==> config.mk <==
export PLATFORM = sky130hd
export DESIGN_NAME = fractional_baud_divisor_search
export DESIGN_NICKNAME = d
export VERILOG_FILES = /design/src/rtl/fbds_pkg.sv /design/src/rtl/fractional_baud_divisor_search.sv
export SDC_FILE = /design/constraint.sdc
export NUM_CORES = 2
export LEC_CHECK = 0
export ABC_CLOCK_PERIOD_IN_PS = 14810
export BUFFER_PORTS_ARGS = -buffer_cell sky130_fd_sc_hd__buf_2
export CAP_MARGIN = 10
export CORE_ASPECT_RATIO = 0.6
export CORE_UTILIZATION = 30
export DETAILED_ROUTE_END_ITERATION = 8
export GPL_TIMING_DRIVEN = 0
export HOLD_SLACK_MARGIN = 0.15
export MAX_ROUTING_LAYER = met4
export PLACE_DENSITY = 0.5
export SLEW_MARGIN = 0
export SYNTH_ARGS = -nofsm -noshare
export SYNTH_HDL_FRONTEND = slang
export SYNTH_SLANG_ARGS = --single-unit
==> constraint.sdc <==
create_clock -name i_clk -period 14.81 [get_ports i_clk]
set_input_delay 2.2215 -clock i_clk [delete_from_list [all_inputs] [get_ports i_clk]]
set_output_delay 2.2215 -clock i_clk [all_outputs]
set_load 0.05 [all_outputs]
==> src/rtl/fbds_pkg.sv <==
// shared constants and types for the fractional baud divisor search
// no dependencies
`default_nettype none
package fbds_pkg;
    localparam int unsigned SCALE_LIMIT = 7;
    localparam logic [31:0] SCORE_UNIT  = 32'd10000;
    localparam logic [31:0] DIV_LIMIT   = 32'd4095;
    localparam logic [15:0] SCORE_INIT  = 16'hFFFF;
    localparam logic [13:0] TOL_RESET   = 14'd200;

    // divider operations, one per candidate step
    typedef enum logic [1:0] {
        OP_QUOT,
        OP_ACH,
        OP_SCORE
    } t_op;
endpackage
`default_nettype wire

==> src/rtl/fractional_baud_divisor_search.sv <==
// fractional baud divisor search: sequencer around one shared serial divider
// depends on fbds_pkg
// the divider yields one quotient bit a cycle; each candidate runs a 32-bit quotient division and,
// if it qualifies, a 32-bit achieved-rate division and the 48-bit score division; up to 15
// candidates a pass and up to two passes run between the start transfer and the result strobe
// throughput: one item at a time; busy is high from the start transfer until the strobe rises
// the result is shown on o_valid for one cycle; the receiver cannot stall it
// reset (synchronous, active low) returns to idle and sets the tolerance to 200
`default_nettype none
module fractional_baud_divisor_search (
    input  wire logic        i_clk,
    input  wire logic        i_rst_n,
    input  wire logic        start,
    output logic             busy,
    input  wire logic [24:0] i_peripheral_clock,
    input  wire logic [23:0] i_target_baud,
    input  wire logic        i_cfg_we,
    input  wire logic [13:0] i_cfg_wdata,
    output logic             o_valid,
    output logic [11:0]      o_divisor,
    output logic signed [3:0] o_scale_exponent,
    output logic             o_double_speed,
    output logic [15:0]      o_deviation,
    output logic             o_found
);
    typedef enum logic [3:0] {
        S_IDLE, S_PASS, S_POS, S_NEG_INIT, S_NEG, S_DIV, S_DIV_DONE, S_CONSIDER,
        S_PASS_END, S_OUT
    } t_state;

    t_state r_state;
    logic [13:0] r_tol;
    logic [24:0] r_clk;
    logic [23:0] r_baud;
    logic        r_dbl;
    logic        r_neg;
    logic [2:0]  r_s;
    logic [31:0] r_den;
    logic [31:0] r_q;
    fbds_pkg::t_op r_op;
    // best of current pass
    logic [11:0] r_bdiv;
    logic signed [3:0] r_bscale;
    logic [15:0] r_bscore;
    logic        r_bfound;
    // best of first pass
    logic [11:0] r_fdiv;
    logic signed [3:0] r_fscale;
    logic [15:0] r_fscore;
    logic        r_ffound;
    // serial divider: 48-bit dividend for the score division
    logic [47:0] r_dvd;
    logic [31:0] r_dvs;
    logic [47:0] r_quo;
    logic [32:0] r_rem;
    logic [5:0]  r_cnt;

    logic [2:0]  fshift;
    logic [32:0] rem_sh;
    logic [31:0] clk32, baud32, den_p, diff_p, den_n, num_n;
    logic [2:0]  s_next;

    always_comb begin
        fshift  = r_dbl ? 3'd3 : 3'd4;
        clk32   = {7'd0, r_clk};
        baud32  = {8'd0, r_baud};
        den_p   = baud32 << ({1'b0, fshift} + {1'b0, r_s});
        diff_p  = (clk32 << 1) - den_p;
        den_n   = baud32 << (fshift - 3'd1);
        num_n   = ((clk32 - (den_n << 1)) << r_s) + den_n;
        rem_sh  = {r_rem[31:0], r_dvd[6'd47 - r_cnt]};
        s_next  = r_s + 3'd1;
    end

    always_ff @(posedge i_clk) begin
        if (!i_rst_n) begin
            r_state <= S_IDLE;
            r_tol   <= fbds_pkg::TOL_RESET;
            o_valid <= 1'b0;
        end else begin
            o_valid <= 1'b0;
            if (i_cfg_we) r_tol <= i_cfg_wdata;
            unique case (r_state)
                S_IDLE: begin
                    if (start) begin
                        r_clk   <= i_peripheral_clock;
                        r_baud  <= i_target_baud;
                        r_dbl   <= 1'b0;
                        r_state <= S_PASS;
                    end
                end
                S_PASS: begin
                    r_bdiv <= '0; r_bscale <= '0;
                    r_bscore <= fbds_pkg::SCORE_INIT; r_bfound <= 1'b0;
                    r_s <= '0; r_neg <= 1'b0;
                    r_state <= S_POS;
                end
                S_POS: begin
                    if (diff_p == 32'd0 || diff_p[31]) begin
                        r_state <= S_NEG_INIT;
                    end else begin
                        r_den <= den_p;
                        r_dvd <= {16'd0, diff_p}; r_dvs <= den_p << 1;
                        r_op <= fbds_pkg::OP_QUOT;
                        r_cnt <= 6'd16; r_rem <= '0; r_quo <= '0;
                        r_state <= S_DIV;
                    end
                end
                S_NEG_INIT: begin
                    r_s <= 3'd1; r_neg <= 1'b1;
                    r_den <= den_n;
                    r_state <= (clk32 >= (den_n << 1)) ? S_NEG : S_PASS_END;
                end
                S_NEG: begin
                    r_dvd <= {16'd0, num_n}; r_dvs <= r_den << 1;
                    r_op <= fbds_pkg::OP_QUOT;
                    r_cnt <= 6'd16; r_rem <= '0; r_quo <= '0;
                    r_state <= S_DIV;
                end
                S_DIV: begin
                    // one quotient bit a cycle
                    if (rem_sh >= {1'b0, r_dvs}) begin
                        r_rem <= rem_sh - {1'b0, r_dvs};
                        r_quo <= {r_quo[46:0], 1'b1};
                    end else begin
                        r_rem <= rem_sh;
                        r_quo <= {r_quo[46:0], 1'b0};
                    end
                    if (r_cnt == 6'd47) r_state <= S_DIV_DONE;
                    r_cnt <= r_cnt + 6'd1;
                end
                S_DIV_DONE: begin
                    unique case (r_op)
                        fbds_pkg::OP_QUOT: begin
                            logic [31:0] qv;
                            qv = (r_dvs == 32'd0) ? 32'hFFFF_FFFF : r_quo[31:0];
                            r_q <= qv;
                            if (qv >= fbds_pkg::DIV_LIMIT) begin
                                if (r_neg) r_state <= S_PASS_END;
                                else if (r_s == 3'(fbds_pkg::SCALE_LIMIT)) r_state <= S_NEG_INIT;
                                else begin r_s <= s_next; r_state <= S_POS; end
                            end else begin
                                r_dvd <= {16'd0, r_neg ? (clk32 << r_s) : (clk32 >> r_s)};
                                r_dvs <= r_neg ? ((qv + (32'd1 << r_s)) << fshift)
                                               : ((qv + 32'd1) << fshift);
                                r_op <= fbds_pkg::OP_ACH;
                                r_cnt <= 6'd16; r_rem <= '0; r_quo <= '0;
                                r_state <= S_DIV;
                            end
                        end
                        fbds_pkg::OP_ACH: begin
                            logic [31:0] av;
                            av = (r_dvs == 32'd0) ? 32'hFFFF_FFFF : r_quo[31:0];
                            if (av == 32'd0 || r_baud == 24'd0) begin
                                r_state <= S_CONSIDER;
                                r_op <= fbds_pkg::OP_ACH;
                            end else begin
                                if (baud32 < av) begin
                                    r_dvd <= {16'd0, av} * 48'd10000; r_dvs <= baud32;
                                end else begin
                                    r_dvd <= {24'd0, r_baud} * 48'd10000; r_dvs <= av;
                                end
                                r_op <= fbds_pkg::OP_SCORE;
                                r_cnt <= 6'd0; r_rem <= '0; r_quo <= '0;
                                r_state <= S_DIV;
                            end
                        end
                        default: begin
                            if (r_quo[15:0] < r_bscore) begin
                                r_bscore <= r_quo[15:0];
                                r_bdiv <= r_q[11:0];
                                r_bscale <= r_neg ? -$signed({1'b0, r_s}) : $signed({1'b0, r_s});
                                r_bfound <= 1'b1;
                            end
                            r_state <= S_CONSIDER;
                        end
                    endcase
                end
                S_CONSIDER: begin
                    // next scale
                    if (r_s == 3'(fbds_pkg::SCALE_LIMIT))
                        r_state <= r_neg ? S_PASS_END : S_NEG_INIT;
                    else begin
                        r_s <= s_next;
                        r_state <= r_neg ? S_NEG : S_POS;
                    end
                end
                S_PASS_END: begin
                    if (!r_dbl) begin
                        r_fdiv <= r_bdiv; r_fscale <= r_bscale;
                        r_fscore <= r_bscore; r_ffound <= r_bfound;
                        if ({16'd0, r_bscore} > fbds_pkg::SCORE_UNIT + {18'd0, r_tol}) begin
                            r_dbl <= 1'b1;
                            r_state <= S_PASS;
                        end else begin
                            r_dbl <= 1'b0;
                            r_state <= S_OUT;
                        end
                    end else begin
                        if (!r_bfound) begin
                            r_bdiv <= r_fdiv; r_bscale <= r_fscale;
                            r_bscore <= r_fscore; r_bfound <= r_ffound;
                            r_dbl <= 1'b0;
                        end
                        r_state <= S_OUT;
                    end
                end
                S_OUT: begin
                    o_valid <= 1'b1;
                    o_divisor <= r_bdiv;
                    o_scale_exponent <= r_bscale;
                    o_double_speed <= r_dbl;
                    o_deviation <= r_bscore - fbds_pkg::SCORE_UNIT[15:0];
                    o_found <= r_bfound;
                    r_state <= S_IDLE;
                end
                default: r_state <= S_IDLE;
            endcase
        end
    end

    assign busy = (r_state != S_IDLE);

`ifndef SYNTHESIS
    a_valid_one: assert property (@(posedge i_clk) disable iff (!i_rst_n)
        o_valid |=> !o_valid) else $error("result strobe held");
    a_no_start_busy: assert property (@(posedge i_clk) disable iff (!i_rst_n)
        o_valid |-> !busy) else $error("result while busy");
    a_found_dev: assert property (@(posedge i_clk) disable iff (!i_rst_n)
        (o_valid && !o_found) |-> (o_deviation == 16'd55535 && o_divisor == 12'd0))
        else $error("empty result not cleared");
`endif
endmodule
`default_nettype wire
; Word-level counts from Yosys, hierarchy flattened
; Cells that the tools add are included.
[word_totals]
ff_bits = 368
in_bits = 67
output_inout_bits = 36
word_cells = 207
[op_classes]
add_sub_neg = 14
n_mul = 2
n_lt_le_gt_ge = 7
eq_ne = 25
shift = 8
n_mux = 90
bitwise_logic = 1
n_reduce_logical = 31
[op_table]
columns = cell, n
row1 = $mux W32, 14
row2 = $pmux W32 S4, 2
row3 = $pmux W32 S2, 3
row4 = $mux W48, 3
row5 = $pmux W48 S3, 1
row6 = $logic_not A32 Y1, 3
row7 = $pmux W32 S3, 1
row8 = $pmux W48 S2, 1
row9 = $shl A32 B3 Y32, 3
row10 = $add A32 B32 Y32, 2
row11 = $mux W16, 4
row12 = $pmux W31 S2, 1
row13 = $mux W4, 14
row14 = $mux W12, 4
row15 = $pmux W16 S3, 1
row16 = $mux W46, 1
row17 = $mul A32 B10 Y42 const B, 1
row18 = $pmux W12 S3, 1
row19 = $pmux W4 S9, 1
row20 = $mul A24 B10 Y34 const B, 1
row21 = $ge A33 B32 Y1, 1
row22 = $add A32 B1 Y32 const B, 1
row23 = $ge A25 B32 Y1, 1
row24 = $ge A32 B12 Y1 const B, 1
row25 = 57 further kinds, 112

; Depth between registers and ports, before layout
[depth]
word_depth = 8
ltp_mapped = 33
ltp_nobuf = 29

; Worst setup path before layout
; OpenSTA, ideal clock, no wires.
[synth_path]
path_type = flip-flop to flip-flop
startpoint = reg r_dbl
endpoint = reg r_cnt[0], enable pin
setup_time_ps = 671
t_arrival_ps = 12415
required_ps = 14139
path_slack_ps = 1724
path_stages_with_launch = 27
n_path_buf = 5
period_less_slack_ps = 13086
cell_sequence = edfxtp_1 > ha_1 > fa_1 > clkbuf_1 > clkbuf_1 > buf_1 > clkbuf_1 > nand2_1 > o21ai_0 > o21ai_0 > o21ai_0 > nand2_1 > nand2_1 > inv_1 > ha_1 > clkbuf_1 > nand2_1 > or3_1 > a211o_1 > a211oi_1 > o21ai_0 > a21oi_1 > xor2_1 > and4bb_1 > o2111ai_1 > a21oi_2 > nor4_1
[synth_between]
elab_chain_len = 8
[synth_rtl]
columns = item, line
row1 = "start, declared", fractional_baud_divisor_search.sv:35  ; logic r_dbl;
row2 = "start signal, assigned", fractional_baud_divisor_search.sv:88  ; r_dbl <= 1'b0;
row3 = "start signal, assigned", fractional_baud_divisor_search.sv:193  ; r_dbl <= 1'b1;
row4 = "start signal, assigned", fractional_baud_divisor_search.sv:196  ; r_dbl <= 1'b0;
row5 = $mux W3 (*), fractional_baud_divisor_search.sv:64  ; fshift = r_dbl ? 3'd3 : 3'd4;
row6 = $add A3 B3 Y4 (*), fractional_baud_divisor_search.sv:67  ; den_p = baud32 << ({1'b0, fshift} + {1'b0, r_s});
row7 = $shl A24 B4 Y32 (*), fractional_baud_divisor_search.sv:67
row8 = $sub A26 B32 Y32 (*), fractional_baud_divisor_search.sv:68  ; diff_p = (clk32 << 1) - den_p;
row9 = $logic_not A32 Y1, fractional_baud_divisor_search.sv:99  ; if (diff_p == 32'd0 || diff_p[31]) begin
row10 = $logic_or A1 B1 Y1 (*), fractional_baud_divisor_search.sv:99
row11 = $ne A2 B2 Y1 (no line) (*), n/a
row12 = $reduce_and A6 Y1 (no line) (*), n/a
row13 = "end signal, assigned", fractional_baud_divisor_search.sv:130  ; r_cnt <= r_cnt + 6'd1;
row14 = "end, declared", fractional_baud_divisor_search.sv:56  ; logic [5:0] r_cnt;
; Mark *: on every way between the ends. The rest lies on a longest branch, timed or not.
; A chain may end at the register's enable or synchronous reset.

; Worst setup path in the final report
[layout_path]
startpoint = reg r_dbl
endpoint = reg r_rem[26], enable pin
[layout_between]
elab_chain_len = 8
[layout_rtl]
columns = item, line
row1 = $mux W3 (*), fractional_baud_divisor_search.sv:64
row2 = $add A3 B3 Y4 (*), fractional_baud_divisor_search.sv:67
row3 = $shl A24 B4 Y32 (*), fractional_baud_divisor_search.sv:67
row4 = $sub A26 B32 Y32 (*), fractional_baud_divisor_search.sv:68
row5 = $logic_not A32 Y1, fractional_baud_divisor_search.sv:99
row6 = $logic_or A1 B1 Y1 (*), fractional_baud_divisor_search.sv:99
row7 = $ne A2 B2 Y1 (no line) (*), n/a
row8 = $reduce_and A6 Y1 (no line) (*), n/a
row9 = "end signal, assigned", fractional_baud_divisor_search.sv:123  ; r_rem <= rem_sh - {1'b0, r_dvs};
row10 = "end signal, assigned", fractional_baud_divisor_search.sv:126  ; r_rem <= rem_sh;
row11 = "end, declared", fractional_baud_divisor_search.sv:55  ; logic [32:0] r_rem;
; Marks and branches as above.

==> results.md <==
* Yosys reg bits at 366
* Crit path max fanout at 10
* Pin count of the biggest net entering global routing at 50
* Skew final at 0.0336 ns
* Worst slack at placement at 4.64 ns
* FP Rows at 101
* Unique masters post-synth at 96
* Syn_area_per_cell at 8.93 um2
* Die Height at 280 um
* GR Util All Layers at 0.287
* Min Tclk post-route at 10.52 ns
* Ys async rst share at 0
* P per Cell Area at 133 mW/mm2
* CTS Hold Bufs at 0
* DRC at 0
* Clk Latency, worst-skew pair at 0.65 ns
* Synthesized area at 0.0386 mm2
* Adder and majority cell fraction of the synthesized area at 0.207
* Gr ovfl total at 0
* GPL Wtd Cong at 1.06
* Largest family of logic cells by synthesized area: adder cells
* Full die area at 0.130 mm2
* Worst-margin pin slew at 1.46 ns
* Placed cell area at 0.0416 mm2
* Yosys warns at 0
* XOR/XNOR share of the synthesized area at 0.0445
* Area Overhead vs Synth at 11.8%
* Total CTS buffers at 44
* Core Region at 0.127 mm2
* Peak supply drop at 129 uV
* Setup TNS at 0 ns
* Initial antenna violation count at 16
* Average routed wire per standard cell at 29.8 um
* Most used cell along the critical path: buf_4
* RSZ-0062 raised after global routing: false
* Crit path kind: reg -> reg
* Post-synth EDFFs at 347
* WL final at 186 mm
* Via count at 35900
* Nets at 5124
* Pleak at 0.0187 uW
* Syn Nets at 4941
* Status: finished clean
* IO Pins at 103
* Max_cap viols at 0
* Final setup viols at 0
* Worst path arrival time at 10.87 ns
* Pre-antenna DRT Iters at 6
* Slew margin rel. at 0.0257
* Proportion of synthesized area in mux cells at 0.0722
* Gate Count Post-Synth at 4322
* Hold WC Path Type: reg -> reg
* Die Wd at 465 um
* Final slew viol count at 0
* Synth Area in Compound Gates at 0.183
* Post-CTS Resized at 0
* Clock Root Buffer: clkbuf_16
* First-pass GRT wire length at 256 mm
* Endpoint type of the worst setup path: flip-flop
* Final Cycle Share at 0.710
* Cell area after layout at 0.0431 mm2
* Worst setup SP type: flip-flop
* Vias in the first global route at 32600
* Fmax at 95.1 MHz
* Final HPWL DP at 153 mm
* Worst setup slack after layout at 4.29 ns
* Worst hold slack at 0.446 ns
* Final hold vios at 0
* ANT nets after route at 0
* Max clock buf depth at 3
* Dominant synthesized flop cell: edfxtp_1
* WP data required at 15.16 ns
* Slowest stage delay, CP at 0.85 ns
* TritonCTS clock tree: yes
* Critical-path top delay cell: a31oi_1
* Setup bufs post-CTS at 0
* Vias/cell at 5.74
* Post-Synth Simple-Gate Area at 0.143
* DR iter-0 viols at 5200
* Clock transition at path regs at 0.07 ns
* H-tree depth at 2
* Initial core utilization at 0.304
* Ratio of cells with drive above 1 in the final layout at 0.0791
* Sequential fraction of the synthesis area at 0.280
* Clock sink count at 366
* # port buffers at 100
cells by family (layout without fill, tap and decap cells):
kind of cell / after synthesis / in the layout
other: 0 / 14
buffers and inverters: 726 / 944
adder cells (fa/ha/maj): 560 / 560
flip-flops: 366 / 366
AO/OA/AOI/OAI: 1091 / 1091
XOR/XNOR: 196 / 196
AND/OR/NAND/NOR: 1183 / 1183
multiplexers: 200 / 200
layer usage:
metal / global-route usage / share of wire
met2: 0.328 / 0.34
met4: 0.0490 / 0.018
met5: - / 0
met1: 0.452 / 0.51
met3: 0.107 / 0.14
cell type report:
| cell class | count | area (um2) |
|---|---|---|
| clock inverter | 23 | 273 |
| clock buffer | 58 | 1180 |
| buffer | 194 | 757 |
| antenna | 14 | 35.0 |
| tap | 1699 | 2130 |
| fill | 13300 | 83900 |
| timing repair buffer | 137 | 876 |
| multi-input combinational | 3230 | 25100 |
| sequential | 366 | 10800 |
| inverter | 532 | 2000 |
where the power goes:
group	total [uW]	internal, uW	switching (uW)	leakage (uW)
Combinational	3330	1030	2290	0.0147
Clock	1160	643	516	0.000712
Sequential	1260	1200	65.6	0.00330
state kept, by name (all words and copies together), names as in the netlist, 2 cells and up:
name and flops:
r_s 3, r_bscore 16, r_cnt 6, r_baud 24, r_fscore 16, r_q 12, r_dvs 32, r_dvd 46
r_rem 32, r_quo 32, r_clk 25, r_bdiv 12, o_divisor 12, r_state 4, r_op 2, r_tol 14
r_bscale 4, o_scale_exponent 4, r_den 31, o_deviation 16, r_fscale 4, r_fdiv 12
Yosys cell counts (all sizes together) (21+ instances only):
| master | instances | area (um2) |
|---|---|---|
| inv | 530 | 1990 |
| ha | 421 | 5270 |
| nand2 | 409 | 1540 |
| edfxtp | 347 | 10400 |
| nor2 | 328 | 1230 |
| a21oi | 307 | 1550 |
| o21ai | 242 | 1210 |
| clkbuf | 156 | 588 |
| fa | 131 | 2620 |
| xnor2 | 131 | 1150 |
| mux2i | 115 | 1150 |
| a21o | 96 | 721 |
| nor3 | 65 | 330 |
| xor2 | 65 | 569 |
| nand3 | 61 | 305 |
| mux4 | 60 | 1350 |
| a211oi | 59 | 443 |
| nand2b | 57 | 357 |
| and3 | 53 | 332 |
| nor2b | 46 | 288 |
| o21a | 42 | 317 |
| buf | 38 | 169 |
| o211ai | 37 | 283 |
| a31oi | 36 | 225 |
| nand4 | 33 | 206 |
| a22oi | 30 | 225 |
| a221oi | 25 | 225 |
| mux2 | 25 | 282 |
| nor4 | 24 | 150 |
| or3 | 23 | 144 |
| o21bai | 21 | 158 |
critical path, delay by kind of cell (launching register included):
kind	cells	cell delay [ns]
and+or+nand+nor	7	1.19
buffers and inverters	12	3.69
adders and majority gates	3	1.21
DFF	1	0.57
AOI/OAI and AO/OA	10	3.51
path summary, 6_finish.rpt:
check	start	slack, ns	depth (start not counted)	to
setup / recovery	r_dbl$_SDFFCE_PN0P_	4.29	32	r_rem[26]$_SDFFCE_PN0P_
hold / removal	r_bscale[2]$_SDFFCE_PN0P_	0.45	0	o_scale_exponent[2]$_DFFE_PP_
setup reg to reg	r_dbl$_SDFFCE_PN0P_	4.29	32	r_rem[26]$_SDFFCE_PN0P_
hold reg to reg	r_bscale[2]$_SDFFCE_PN0P_	0.45	0	o_scale_exponent[2]$_DFFE_PP_
layout by cell type (no fill, tap or decap), types with 19 or more instances in the layout:
cell type / count
o21bai_1: 21
xor2_1: 65
mux2i_1: 115
a22oi_1: 30
nand2b_1: 57
and2_1: 19
and3_1: 52
nand4_1: 33
nand3_1: 61
mux2_2: 25
ha_1: 421
nor2b_1: 46
o21ai_0: 237
or3_1: 23
a21o_1: 96
buf_1: 24
edfxtp_1: 347
nor2_1: 324
xnor2_1: 131
mux4_2: 60
a221oi_1: 24
a21oi_1: 304
a31oi_1: 33
fa_1: 131
inv_1: 530
dfxtp_1: 19
nand2_1: 409
buf_2: 113
o211ai_1: 36
clkbuf_1: 166
o21a_1: 41
nor3_1: 61
buf_4: 20
nor4_1: 23
clkbuf_16: 45
a211oi_1: 58
per-stage QoR:
| stage | utilization | std cells | power, uW |
|---|---|---|---|
| after floorplan | - | 4322 | 3110 |
| after global placement | 0.324 | 6121 | 4370 |
| after detailed placement | 0.328 | 6157 | 4370 |
| after CTS | 0.339 | 6238 | 5550 |
| after global routing | 0.340 | 6244 | 5970 |
| final | 0.340 | 6253 | 5750 |
Power figures use the tool's default switching activity.
